## src/sv/pexp_pkg.sv

```systemverilog
`default_nettype none
package pexp_pkg;

  // Field widths
  localparam int unsigned POSIT_W = 16;
  localparam int unsigned FRAC_BITS = 60;
  localparam int unsigned Y_W = 62;
  localparam int unsigned QUEUE_DEPTH_DEF = 2;

  // Special codes
  localparam logic [15:0] NAR_CODE = 16'h8000;
  localparam logic [15:0] MINPOS_CODE = 16'h0001;
  localparam logic [15:0] MAXPOS_CODE = 16'h7FFF;
  localparam logic [15:0] ONE_CODE = 16'h4000;
  localparam logic [15:0] LO_SAT_LAST = 16'h8F52;
  localparam logic [15:0] HI_SAT_FIRST = 16'h70AE;
  localparam logic [15:0] TINY_NEG_FIRST = 16'hFF80;
  localparam logic [15:0] TINY_POS_LAST = 16'h00BF;

  // log2(e) as a 53-bit integer times 2^-52
  localparam logic [52:0] LOG2E_MANT = 53'h17_1547_652B_82FE;

  // Powers of ten for building the coefficients at elaboration
  function automatic logic [319:0] pow10(input int unsigned p);
    logic [319:0] v;
    v = 320'd1;
    for (int unsigned i = 0; i < p; i++) begin
      v = v * 320'd10;
    end
    return v;
  endfunction

  localparam logic [319:0] C0_NUM =
    320'd0000001298120355652798707524198107421398162841796875;
  localparam logic [319:0] C1_NUM =
    320'd693141820259879803955982424668036401271820068359375;
  localparam logic [319:0] C2_NUM =
    320'd240286646236610668125877054990269243717193603515625;
  localparam logic [319:0] C3_NUM =
    320'd05522989323495941516029006379540078341960906982421875;
  localparam logic [319:0] C4_NUM =
    320'd01019728060416365440776775841413837042637169361114501953125;
  localparam logic [319:0] C5_NUM =
    320'd000756416228767151587429606873769216690561734139919281005859375;
  localparam logic [319:0] C6_NUM =
    320'd0003880795968797916273285153465621988289058208465576171875;

  // Horner coefficients, unsigned Q1.60, truncated
  localparam logic [60:0] C0_Q = 61'((C0_NUM << 60) / pow10(52)) + (61'd1 << 60);
  localparam logic [60:0] C1_Q = 61'((C1_NUM << 60) / pow10(51));
  localparam logic [60:0] C2_Q = 61'((C2_NUM << 60) / pow10(51));
  localparam logic [60:0] C3_Q = 61'((C3_NUM << 60) / pow10(53));
  localparam logic [60:0] C4_Q = 61'((C4_NUM << 60) / pow10(59));
  localparam logic [60:0] C5_Q = 61'((C5_NUM << 60) / pow10(63));
  localparam logic [60:0] C6_Q = 61'((C6_NUM << 60) / pow10(58));

  localparam logic [60:0] COEF_Q [7] = '{C0_Q, C1_Q, C2_Q, C3_Q, C4_Q, C5_Q, C6_Q};

  // Work item handed from front to back
  typedef struct packed {
    logic              special;
    logic [15:0]       spec_val;
    logic signed [7:0] n;
    logic [59:0]       fq;
  } pexp_job_t;

  // Queue status seen by the front, the back and the top level
  typedef struct packed {
    logic full;
    logic empty;
  } q_stat_t;

endpackage
`default_nettype wire

```

## src/sv/pexp_queue.sv

```systemverilog
`default_nettype none
module pexp_queue import pexp_pkg::*; #(
  parameter int unsigned DEPTH = QUEUE_DEPTH_DEF
) (
  input  wire logic      clk,
  input  wire logic      rst_n,
  input  wire logic      push,
  input  wire pexp_job_t push_job,
  input  wire logic      pop,
  output pexp_job_t      head,
  output q_stat_t        stat
);

  localparam int unsigned PW = (DEPTH > 1) ? $clog2(DEPTH) : 1;
  localparam int unsigned CW = $clog2(DEPTH + 1);

  pexp_job_t         entries_r [DEPTH];
  logic [PW-1:0]     wr_ptr_r;
  logic [PW-1:0]     rd_ptr_r;
  logic [CW-1:0]     cnt_r;

  assign stat.full = (cnt_r == CW'(DEPTH));
  assign stat.empty = (cnt_r == '0);
  assign head = entries_r[rd_ptr_r];

  // Pointers and fill count
  always_ff @(posedge clk) begin
    if (!rst_n) begin
      wr_ptr_r <= '0;
      rd_ptr_r <= '0;
      cnt_r <= '0;
    end else begin
      if (push) begin
        wr_ptr_r <= (wr_ptr_r == PW'(DEPTH - 1)) ? '0 : PW'(wr_ptr_r + 1'b1);
      end
      if (pop) begin
        rd_ptr_r <= (rd_ptr_r == PW'(DEPTH - 1)) ? '0 : PW'(rd_ptr_r + 1'b1);
      end
      if (push && !pop) begin
        cnt_r <= CW'(cnt_r + 1'b1);
      end else if (pop && !push) begin
        cnt_r <= CW'(cnt_r - 1'b1);
      end
    end
  end

  // Store item
  always_ff @(posedge clk) begin
    if (push) begin
      entries_r[wr_ptr_r] <= push_job;
    end
  end

endmodule
`default_nettype wire

```

## config.mk

```make
export PLATFORM = sky130hd
export DESIGN_NAME = pexp_queue
export DESIGN_NICKNAME = d
export VERILOG_FILES = /design/src/sv/pexp_pkg.sv /design/src/sv/pexp_queue.sv
export SDC_FILE = /design/constraint.sdc
export NUM_CORES = 1
export LEC_CHECK = 0
export BUFFER_PORTS_ARGS = -buffer_cell sky130_fd_sc_hd__buf_2
export CAP_MARGIN = 20
export CORE_MARGIN = 2
export CORE_UTILIZATION = 30
export DETAILED_ROUTE_END_ITERATION = 6
export HOLD_SLACK_MARGIN = 0.06
export PLACE_DENSITY = 0.56
export SYNTH_ARGS = -nofsm -noshare
export SYNTH_HDL_FRONTEND = slang
export SYNTH_SLANG_ARGS = --single-unit
```

## constraint.sdc

```tcl
create_clock -name clk -period 7.3 [get_ports clk]
set_input_delay 0 -clock clk [delete_from_list [all_inputs] [get_ports clk]]
set_output_delay 0 -clock clk [all_outputs]
set_load 0.02 [all_outputs]
```

Word level (Yosys, flattened, before mapping)
Memory sizes are Yosys's and may differ from the RTL's. A register that Yosys moved wholly into a read port is not among the register bits.
Index checks and enable logic that the tools add are counted.
W data, S select, Z words.

storage, ports and cells
  register bits after elaboration = 4
  RAM bits = 170
  input port bits = 89
  word-level logic and storage cells = 23
  memories kept = 1

operators by class
  $add $sub $neg = 4
  equality and inequality tests = 1
  multiplexer cells = 8
  reductions and logical operators = 6

memories
  memory     words  bits a word  read ports  clocked after Yosys merged registers in  write ports  line              RTL
  entries_r  2      85           1           1                                        1            pexp_queue.sv:17  pexp_job_t entries_r [DEPTH];

operator list
  operator               count
  $mux W1                6
  $mux W2                2
  $add A1 B1 Y1 const B  2
  $add A2 B1 Y2 const B  1
  $eq A2 B2 Y1 const B   1
  $logic_and A1 B1 Y1    2
  $logic_not A1 Y1       2
  $logic_not A2 Y1       1
  $reduce_bool A2 Y1     1
  $sub A2 B1 Y2 const B  1

Depth between registers and ports, before layout
Gate-level depths: netlist (run 1).

  depth in word-level cells = 4
  mapped depth = 5

Worst setup path after synthesis (run 1)
No wires, ideal clock.

  path kind = register to register
  from = reg wr_ptr_r
  to = mem entries_r[0][0] in the netlist's numbering, enable pin
  setup time = 0.540 ns
  arrival time = 4.090 ns
  slack = 2.671 ns
  cell stages (with the launch flop) = 2
  path buffers = 0
  period minus slack after synthesis = 4.629 ns
  cells stage by stage = dfxtp_1 -> nor2b_1

RTL lines
  what                    line              RTL
  from (decl)             pexp_queue.sv:18  logic [PW-1:0] wr_ptr_r;
  from (signal assigned)  pexp_queue.sv:34  wr_ptr_r <= (wr_ptr_r == PW'(DEPTH - 1)) ? '0 : PW'(wr_ptr_r + 1'b1);
  to (decl)               pexp_queue.sv:17

Straight into the memory's write port.

Worst setup path in the final report (run 1)
  from = reg wr_ptr_r
  to = reg wr_ptr_r

on the way
  longest elaborated chain between the ends = 2

ends and longest elaborated chain
  what           line
  $add A1 B1 Y1  pexp_queue.sv:34
  $mux W1 (*)    pexp_queue.sv:34

Every way passes the cells marked *; elsewhere a longest branch is shown, timed or not.
A chain may end at the register's enable or synchronous reset.

==> summary.md, run 1 <==
| Metric | Value |
|---|---|
| Max VDD drop | `0.000160 V` |
| Number of top-level design ports | `176` |
| Combinational family with the most area after synthesis | `multiplexers` |
| Die area | `22400 um^2` |
| Type of the worst setup path | `register to register` |
| Top layer used by detailed routing | `met4` |
| Highest achievable clock rate | `396 MHz` |
| First-iteration detailed-routing DRC count | `123` |
| Count of unresolved DRC violations after routing | `0` |
| Routed wirelength normalized by instance count | `14.8 um` |
| Via density | `4.15` |
| Remaining max-slew budget at the tightest pin | `52.9%` |
| Final setup violation count | `0` |
| Register area share after synthesis | `81.9%` |
| Area added between synthesis and finish | `43.1%` |
| Worst-Skew Late Latency | `420 ps` |
| Post-cts sizing count | `0` |
| Largest stage delay on the critical path | `590 ps` |
| Final hold vios | `0` |
| Ratio of cells with drive above 1 in the final layout | `43.2%` |
| Setup crit end kind | `register` |
| Cell Area, Placed | `7580 um^2` |
| Final standard cell area without fillers | `9100 um^2` |
| Post-DP HPWL | `7630 um` |
| Net switching fraction of the power | `23.2%` |
| Router iterations before antenna repair | `4` |
| Layout Skew | `9.45 ps` |
| Status | `finished, final reports clean` |
| Port Buffer Count | `175` |
| Type of origin of the critical path | `register` |
| Final weighted congestion in routability-driven placement | `0.688` |
| Total number of vias | `3539` |
| Minimum setup slack after placement | `4850 ps` |
| Maximum level of the CTS H-tree | `4` |
| Switching power | `554 uW` |
| Setup repair after global routing missed its margin | `no` |
| Post-layout net count | `654` |
| Post-route setup slack | `4770 ps` |
| Simple-gate area share of the yosys netlist | `0.846%` |
| Worst-Margin Slew | `707 ps` |
| Wire length reported by the detailed router | `12600 um` |
| Total power draw | `2390 uW` |
| Count of yosys warnings during synthesis | `0` |
| Core region area | `20900 um^2` |
| Proportion of synthesized area in mux cells | `15.1%` |
| Gate power share | `12.1%` |
| Master cell of the clock root buffer | `clkbuf_16` |
| Maximum number of pins on one net before global-route repair | `59` |
| Crit path max-delay cell type | `buf_4` |
| Fraction of the core area covered by cells at the end of the flow | `43.6%` |
| Final min period | `2530 ps` |
| Post-synthesis xor/xnor area fraction | `0.413%` |
| Clock buffer count from CTS | `17` |
| Required time worst endpoint | `7660 ps` |
| Adder-cell share of the synthesized area | `0.197%` |
| Ratio of total power to cell area | `263 nW/um^2` |
| Standard-cell row count | `53` |
| Slew Limit Fails | `0` |
| M1 WL | `5410 um` |
| Post-synth design cell area | `6360 um^2` |
| Crit path cell chain | `nor2b_4 -> buf_16 -> buf_4 -> o21a_1 -> dlygate4sd3_1` |
| Pint | `1840 uW` |
| TritonCTS clock tree | `built` |
| Synthesized-area fraction occupied by ao, oa, aoi and oai cells | `0.315%` |
| Summed negative setup slack over all endpoints | `0 ps` |
| Number of synthesized register bits | `175` |
| Initial standard-cell utilization of the core | `30.4%` |
| Arrival time worst endpoint | `2890 ps` |
| DR WL met3 | `560 um` |
| Global-route wire length before repair | `18900 um` |
| Sequential share of power | `49.4%` |
| Power share of the clock group | `38.5%` |
| Die W | `150 um` |
| Maximum Capacitance Violations | `0` |
| Number of antenna diodes | `0` |
| Number of antenna violations at the first check in global routing | `0` |
| Clk pin slew, worst setup/hold paths | `60 ps` |
| Total length of routed met2 wires | `6520 um` |
| Type of the tightest min-delay check | `input pin to register` |
| Maximum fanout encountered on the critical timing path | `50` |
| Number of routed nets with antenna violations | `0` |
| Average instance area after synthesis | `22.2 um^2` |
| Vias in the first global route | `3798` |
| Die boundary height | `150 um` |
| Post-Synthesis Net Count | `376` |
| Number of library cell types mapped by synthesis | `18` |
| Overall routing resource usage | `11.3%` |
| Leak | `0.00342 uW` |
| Congestion Overflow GR | `0` |
| Clock net sink count | `175` |
| Maximum buffer depth of the clock tree | `2` |
| Setup Buffers After CTS | `0` |
| Fin crit share | `34.6%` |
| Mapped Cells | `286` |
-- power by group through the flow --
stage | logic (uW) | clock network, uW | registers, uW
2_1_floorplan | 163 | 0 | 1200
3_3_place_gp | 234 | 0 | 1210
3_5_place_dp | 253 | 0 | 1200
4_1_cts | 292 | 956 | 1180
5_1_grt | 311 | 993 | 1190
6_report | 289 | 921 | 1180
-- layout make-up --
class	instances	area, um^2
Sequential cell	175	5210
Timing Repair Buffer	268	1850
Multi-Input combinational cell	101	1080
Clock buffer	18	429
Fill cell	1885	11800
Clock inverter	14	178
Tap cell	275	344
Inverter	1	3.75
-- cell usage after synthesis --
library cell | n | share of area, %
inv_1 | 1 | 0.059
mux2_1 | 50 | 8.9
buf_6 | 5 | 0.89
dfxtp_1 | 5 | 1.6
nor2_1 | 1 | 0.059
buf_2 | 3 | 0.24
a21boi_1 | 1 | 0.12
xnor2_1 | 1 | 0.14
nor2b_1 | 3 | 0.30
ha_1 | 1 | 0.20
edfxtp_1 | 170 | 80
buf_4 | 1 | 0.12
xor2_1 | 2 | 0.28
o21a_1 | 1 | 0.12
and2_1 | 4 | 0.39
o21ai_0 | 1 | 0.079
or3_1 | 1 | 0.098
mux2_2 | 35 | 6.2
-- state kept, by name, summed over array words and instances (netlist names), named ones only --
register   cells
rd_ptr_r       1
cnt_r          2
wr_ptr_r       1
entries_r    170
-- final timing paths --
path / startpoint / slack (ps) / to / cells past startpoint
min reg2reg: cnt_r[1] / 530 / cnt_r[1] / 2
max reg2reg: wr_ptr_r / 4770 / wr_ptr_r / 5
min: push / 150 / entries_r[0][4] / 2
max: wr_ptr_r / 4770 / wr_ptr_r / 5
-- layer usage --
metal	up-vias	track usage, %
met5	-	0
met4	0	4.24
met3	13	3.51
met2	102	19.8
met1	1739	13.0
li1	1685	-
-- through the flow --
stage	cells	hold slack, ps
global route	852	144
CTS	851	133
global placement	729	188
finish	852	152
floorplan	286	98.9
detailed placement	731	192
-- cell families (layout without fill, tap and decap cells) --
group | Yosys count | count (layout)
and+or+nand+nor | 9 | 9
AOI/OAI and AO/OA | 3 | 3
muxes | 85 | 85
xor gates and xnor gates | 3 | 3
DFF | 175 | 175
buffers and inverters | 10 | 301
adders and majority gates | 1 | 1
-- what timing repair did --
item,in CTS,in global routing
hold buffers,88,0
endpoints found under the hold margin,175,0
setup endpoints to repair,0,0
-- cells in the final DEF (no fill, tap or decap), drive strengths merged --
cell type / n
a21boi: 1
and2: 4
buf: 180
bufinv: 3
clkbuf: 18
clkinv: 3
clkinvlp: 3
dfxtp: 5
dlygate4sd3: 88
edfxtp: 170
ha: 1
inv: 6
mux2: 85
nor2: 1
nor2b: 3
o21a: 1
o21ai: 1
or3: 1
xnor2: 1
xor2: 2
-- critical path: cells and delay by family (launching register included) --
kind,cells,cell delay [ps]
AOI/OAI and AO/OA,1,210
DFF,1,340
and+or+nand+nor,1,540
buffers and inverters,3,1360
Note: power is estimated with default switching activity, not from simulation.
==> run 2, diff against run 1 <==
--- a/config.mk
+++ b/config.mk
@@ -11,7 +11,7 @@
 export CORE_UTILIZATION = 30
 export DETAILED_ROUTE_END_ITERATION = 6
 export HOLD_SLACK_MARGIN = 0.06
-export PLACE_DENSITY = 0.56
+export PLACE_DENSITY = 0.58
 export SYNTH_ARGS = -nofsm -noshare
 export SYNTH_HDL_FRONTEND = slang
 export SYNTH_SLANG_ARGS = --single-unit
==> constraint.sdc (replaced) <==
create_clock -name clk -period 2.3 [get_ports clk]
set_input_delay 0 -clock clk [delete_from_list [all_inputs] [get_ports clk]]
set_output_delay 0 -clock clk [all_outputs]
set_load 0.02 [all_outputs]
==> run 2 against run 1 <==
  * Sequential share of layout area grew 0.56 points
  * Largest power group unchanged
  * Critical endpoint unchanged
  * Sequential cell count unchanged
  * Clock-buffer cell count is 2 higher
  * Critical path depth is 1 lower
==> summary.md, run 2 (same netlist as run 1, synthesis figures left out) <==
| Metric | Value |
|---|---|
| Status | `finished, final reports clean` |
| Type of the worst setup path | `register to register` |
| Layout Skew | `6.24 ps (-3.21 ps)` |
| Crit path cell chain | `nor2b_4 -> buf_4 -> o21a_1 -> dlygate4sd3_1` |
| Largest stage delay on the critical path | `540 ps (-50 ps)` |
| Initial standard-cell utilization of the core | `30.4% (unchanged)` |
| Arrival time worst endpoint | `2160 ps (-730 ps)` |
| Post-layout net count | `655 (+0.15%)` |
| CP delay by family, top | `buffers and inverters` |
| Number of antenna violations at the first check in global routing | `0 (unchanged)` |
| Maximum level of the CTS H-tree | `4 (unchanged)` |
| First-iteration detailed-routing DRC count | `116 (-5.7%)` |
| Clock buffer count from CTS | `17 (unchanged)` |
| Wire length reported by the detailed router | `12500 um (-1.6%)` |
| Number of cells in the finished layout apart from fillers | `853 (+0.12%)` |
| Setup crit end kind | `register` |
| Leak | `0.00338 uW (-1.3%)` |
| Clk pin slew, worst setup/hold paths | `60 ps (about the same)` |
| Slew Limit Fails | `0 (unchanged)` |
| Type of the tightest min-delay check | `input pin to register` |
| Max VDD drop | `0.000460 V (+190%)` |
| Number of antenna diodes | `0 (unchanged)` |
| Highest achievable clock rate | `553 MHz (+40%)` |
| Largest Register | `entries_r` |
| Core region area | `20900 um^2 (unchanged)` |
| Final min period | `1810 ps (-717 ps)` |
| Final weighted congestion in routability-driven placement | `0.674 (-2.1%)` |
| Ratio of cells with drive above 1 in the final layout | `42.7% (-0.42 points)` |
| Global-route wire length before repair | `19400 um (+2.1%)` |
| Crit path max-delay cell type | `buf_4` |
| Commonest non-fill, non-tap cell in the layout | `buf_2` |
| TritonCTS clock tree | `built` |
| Total area of multi-input combinational cells | `1080 um^2 (unchanged)` |
| Worst-Skew Late Latency | `410 ps (about the same)` |
| Final standard cell area without fillers | `9010 um^2 (-0.98%)` |
| Number of flip-flops in the largest register | `170 (unchanged)` |
| Post-cts sizing count | `0 (unchanged)` |
| Final setup violation count | `0 (unchanged)` |
| Overall routing resource usage | `11.5% (+0.15 points)` |
| Fillers | `1852 (-1.8%)` |
| Cell Area, Placed | `7580 um^2 (unchanged)` |
| Setup repair after global routing missed its margin | `no` |
| Number of routed nets with antenna violations | `0 (unchanged)` |
| Biggest registers after layout | `entries_r: 170 flops, cnt_r: 2 flops` |
| Via density | `4.16 (+0.14%)` |
| Worst-Margin Slew | `703 ps (-4.08 ps)` |
| Total power draw | `7330 uW (+210%)` |
| Buffers and inverters on the worst path | `2 (-1)` |
| Routed wirelength normalized by instance count | `14.6 um (-1.7%)` |
| Clock net sink count | `175 (unchanged)` |
| Maximum fanout encountered on the critical timing path | `50 (unchanged)` |
| Vias in the first global route | `3906 (+2.8%)` |
| Remaining max-slew budget at the tightest pin | `53.2% (+0.27 points)` |
| Type of origin of the critical path | `register` |
| Count of unresolved DRC violations after routing | `0 (unchanged)` |
| Fraction of the core area covered by cells at the end of the flow | `43.1% (-0.43 points)` |
| Post-DP HPWL | `7790 um (+2.1%)` |
| Die W | `150 um (unchanged)` |
| Port Buffer Count | `175 (unchanged)` |
| Number of top-level design ports | `176 (unchanged)` |
| Total number of vias | `3548 (+0.25%)` |
| Final hold vios | `0 (unchanged)` |
| Master cell of the clock root buffer | `clkbuf_16` |
| Maximum buffer depth of the clock tree | `2 (unchanged)` |
| Commonest cells after routing, fill and taps aside | `buf_2, edfxtp_1, dlygate4sd3_1, mux2_1, mux2_2` |
| Area added between synthesis and finish | `41.7%` |
| Placed insts | `733 (+0.27%)` |
| Congestion Overflow GR | `0 (unchanged)` |
| Router iterations before antenna repair | `4 (unchanged)` |
| Fin crit share | `78.7% (+44 points)` |
| Die area | `22400 um^2 (unchanged)` |
| Summed negative setup slack over all endpoints | `0 ps (unchanged)` |
| Die boundary height | `150 um (unchanged)` |
| Sequential standard cell area | `5210 um^2 (unchanged)` |
| Ratio of total power to cell area | `814 nW/um^2 (+210%)` |
| Maximum number of pins on one net before global-route repair | `51 (-14%)` |
| Required time worst endpoint | `2660 ps (-5000 ps)` |
| Maximum Capacitance Violations | `0 (unchanged)` |
| Standard-cell row count | `53 (unchanged)` |
==> run 2: cell types whose count changed in the layout (fill, tap and decap cells not counted), moves of 2 or more <==
cell	previous run	this run
buf_12	0	2
bufinv_16	3	1
buf_4	2	4
buf_16	3	0
clkbuf_1	1	3
==> run 2: layer usage <==
metal	part of all wire [%]	vias up	global-route usage (%)
met4	0.96	0	4.00
met3	5.2	8	3.87
li1	-	1687	-
met2	52	104	20.1
met5	0	-	0
met1	42	1749	13.0
==> run 2: final timing paths <==
check / startpoint / endpoint / slack (ps) / depth (start not counted)
max: wr_ptr_r / wr_ptr_r / 490 / 4
min: push / entries_r[1][62] / 130 / 2
min reg2reg: cnt_r[1] / cnt_r[1] / 530 / 2
max reg2reg: wr_ptr_r / wr_ptr_r / 490 / 4
==> run 2: cell type report <==
type / count / share of cell area (%)
Clock inverter: 12 / 1.21
Tap cell: 275 / 3.82
Timing Repair Buffer: 269 / 20.3
Clock buffer: 20 / 4.85
Sequential cell: 175 / 57.8
Multi-Input combinational cell: 101 / 12.0
Inverter: 1 / 0.0417
==> run 2: timing repair <==
| action | 4_1_cts | 5_1_grt |
|---|---|---|
| buffers inserted | 0 | 0 |
| endpoints found under the hold margin | 175 | 0 |
| hold buffers | 88 | 0 |
==> run 2: through the flow <==
step | setup slack [ps] | hold WS, ps
final | 491 | 128
after floorplan | 278 | 98.9
after detailed placement | 861 | 192
after global routing | 345 | 104
after CTS | 424 | 100
after global placement | 895 | 188
==> run 2: power breakdown <==
part           leakage, uW  internal, uW  switching (uW)
combinational      0.00149           416             513
clock             0.000255          1500            1180
sequential         0.00164          3680            43.5
total              0.00338          5600            1740
==> run 2: worst reg2reg max path, cell delays in order (launching register included) <==
cell	delay (ps)
dfxtp_1	340
nor2b_4	120
buf_4	540
o21a_1	220
dlygate4sd3_1	540
==> run 3, diff against run 2 <==
==> constraint.sdc (replaced) <==
create_clock -name clk -period 1.46 [get_ports clk]
set_input_delay 0 -clock clk [delete_from_list [all_inputs] [get_ports clk]]
set_output_delay 0 -clock clk [all_outputs]
set_load 0.02 [all_outputs]
==> run 3 against run 2 <==
  * Non-clock buffer count rose by 14
  * First-iteration DRC count rose by 23%
  * The run now ends with negative setup slack left
  * Utilization rose by 4.5 points
  * Setup slack got worse by 630 ps
  * Clock-buffer cell count fell by 2
  * Critical path depth did not move
  * Clock power rose by 61%
  * Register-to-register slack got worse by 230 ps
  * Worst hold slack improved by 180 ps
  * Highest routed layer unchanged
  * Combinational power rose by 130%
  * Design area rose by 10%
==> summary.md, run 3 (same netlist as run 1, synthesis figures left out) <==
| Metric | Value |
|---|---|
| Worst-Skew Late Latency | `410 ps (about the same)` |
| Biggest registers after layout | `entries_r: 170 flops, cnt_r: 2 flops` |
| Crit path max-delay cell type | `dfxtp_4` |
| Crit path cell chain | `buf_12 -> clkbuf_16 -> mux2_4 -> buf_6` |
| Clock net sink count | `175 (unchanged)` |
| Routed wirelength normalized by instance count | `16.8 um (+15%)` |
| Number of routed nets with antenna violations | `0 (unchanged)` |
| Global-route wire length before repair | `19100 um (-1.6%)` |
| Met2 routing resource usage after global routing | `19.4% (-0.69 points)` |
| Largest stage delay on the critical path | `390 ps (-150 ps)` |
| Arrival time worst endpoint | `1600 ps (-560 ps)` |
| M3 GR Usage | `3.81% (-0.061 points)` |
| Total number of vias | `3644 (+2.7%)` |
| Buffers and inverters on the worst path | `3 (+1)` |
| Count of cells along the worst register-to-register path | `2 (-2)` |
| CP delay by family, top | `buffers and inverters` |
| Setup repair after global routing missed its margin | `yes` |
| Global-route layer with the greatest usage | `met2` |
| Clock buffer count from CTS | `17 (unchanged)` |
| Number of antenna violations at the first check in global routing | `0 (unchanged)` |
| Number of flip-flops in the largest register | `170 (unchanged)` |
| Leak | `0.00386 uW (+14%)` |
| Worst-Margin Slew | `334 ps (-368 ps)` |
| TritonCTS clock tree | `built` |
| Type of the tightest min-delay check | `input pin to register` |
| Post-layout net count | `669 (+2.1%)` |
| Cell Area, Placed | `7650 um^2 (+0.87%)` |
| Critical path depth in cells | `4 (unchanged)` |
| Number of cells in the finished layout apart from fillers | `867 (+1.6%)` |
| Commonest cells after routing, fill and taps aside | `edfxtp_1, buf_2, dlygate4sd3_1, buf_6, mux2_4` |
| Largest Register | `entries_r` |
| Count of unresolved DRC violations after routing | `0 (unchanged)` |
| Number of top-level design ports | `176 (unchanged)` |
| Fin crit share | `110%` |
| Max VDD drop | `0.000752 V (+63%)` |
| Wire length reported by the detailed router | `14600 um (+17%)` |
| Commonest non-fill, non-tap cell in the layout | `edfxtp_1` |
| Port Buffer Count | `175 (unchanged)` |
| Type of the worst setup path | `register to output port` |
| Slew Limit Fails | `0 (unchanged)` |
| Total power draw | `12300 uW (+68%)` |
| Post-DP HPWL | `7960 um (+2.2%)` |
| Failing checks | `negative setup slack` |
| Final Hold Slack | `306 ps (+177 ps)` |
| Maximum level of the CTS H-tree | `4 (unchanged)` |
| Maximum Capacitance Violations | `0 (unchanged)` |
| Highest achievable clock rate | `625 MHz` |
| Overall routing resource usage | `11.4% (-0.098 points)` |
| Die W | `150 um (unchanged)` |
| Startpoint of the worst register-to-register path | `wr_ptr_r` |
| Area added between synthesis and finish | `56.5%` |
| Master cell of the clock root buffer | `clkbuf_16` |
| Maximum number of pins on one net before global-route repair | `57 (+12%)` |
| Final min period | `1600 ps` |
| Die boundary height | `150 um (unchanged)` |
| Final hold vios | `0 (unchanged)` |
| Die area | `22400 um^2 (unchanged)` |
| Fillers | `1763 (-4.8%)` |
| Core region area | `20900 um^2 (unchanged)` |
| Type of origin of the critical path | `register` |
| Final setup violation count | `85 (+85)` |
| Hold Path Depth | `2 (unchanged)` |
| First-iteration detailed-routing DRC count | `143 (+23%)` |
| Initial standard-cell utilization of the core | `30.4% (unchanged)` |
| Maximum fanout encountered on the critical timing path | `7 (-86%)` |
| Number of antenna diodes | `0 (unchanged)` |
| Router iterations before antenna repair | `5 (+1)` |
| Setup crit end kind | `output port` |
| Congestion Overflow GR | `0 (unchanged)` |
| Vias in the first global route | `3760 (-3.7%)` |
| Final standard cell area without fillers | `9950 um^2 (+10%)` |
| Maximum buffer depth of the clock tree | `2 (unchanged)` |
| Placed insts | `735 (+0.27%)` |
| Clk pin slew, worst setup/hold paths | `70 ps (about the same)` |
| Ratio of cells with drive above 1 in the final layout | `51.9% (+9.1 points)` |
| Startpoint of the most critical hold path | `push_job[83]` |
| Layout Skew | `12.8 ps (+6.53 ps)` |
| Remaining max-slew budget at the tightest pin | `77.7% (+25 points)` |
| Final weighted congestion in routability-driven placement | `0.684 (+1.5%)` |
| Via density | `4.20 (+1.0%)` |
| Required time worst endpoint | `1460 ps (-1200 ps)` |
| Standard-cell row count | `53 (unchanged)` |
| Status | `finished, violations left` |
| Routing usage on met1 | `13.5% (+0.48 points)` |
| Ratio of total power to cell area | `1240 nW/um^2 (+52%)` |
| Post-route setup slack | `-140 ps (-631 ps)` |
[run 3: cell types whose count changed in the layout (fill, tap and decap cells not counted), moves of 3 or more]
| cell | previous run | this run |
|---|---|---|
| buf_12 | 2 | 9 |
| buf_2 | 175 | 116 |
| buf_4 | 4 | 1 |
| buf_6 | 0 | 61 |
| clkbuf_16 | 17 | 23 |
| mux2_1 | 50 | 7 |
| mux2_2 | 35 | 19 |
| mux2_4 | 0 | 59 |
[run 3: final timing paths]
| kind | end | slack, ps |
|---|---|---|
| min reg2reg | cnt_r[1] | 520 |
| min | entries_r[0][83] | 310 |
| max | head[54] | -140 |
| max reg2reg | entries_r[0][47] | 260 |
[run 3: power by group]
part | internal, uW | switching [uW]
clock | 2370 | 1940
sequential | 5800 | 75.7
combinational | 1140 | 958
[run 3: area by class of cell]
cell class	instances	area (um^2)	share of cell area, %
multi-input combinational	101	1300	13.1
clock inverter	14	131	1.32
tap	275	344	3.46
timing repair buffer	283	2530	25.4
sequential	175	5210	52.4
inverter	1	3.75	0.0377
clock buffer	18	429	4.31
[run 3: timing repair]
item,4_1_cts,5_1_grt
endpoints found under the hold margin,175,0
endpoints found under the setup margin,85,85
gates cloned,0,10
hold buffers,88,0
buffers inserted,0,2
resized for setup,5,185
[run 3: metal layers]
layer | wire length [um] | up-vias
li1 | - | 1720
met1 | 6410 | 1817
met2 | 7460 | 99
met3 | 572 | 8
met4 | 117 | 0
met5 | 0 | -
[run 3: metrics by stage]
stage | TNS [ps] | worst slack (ps) | utilization [%]
global route | -13540 | -206 | 47.6
floorplan | -80560 | -553 | -
finish | -8250 | -140 | 47.6
CTS | -10790 | -162 | 43.6
detailed placement | 0 | 255 | 36.6
global placement | 0 | 293 | 36.6
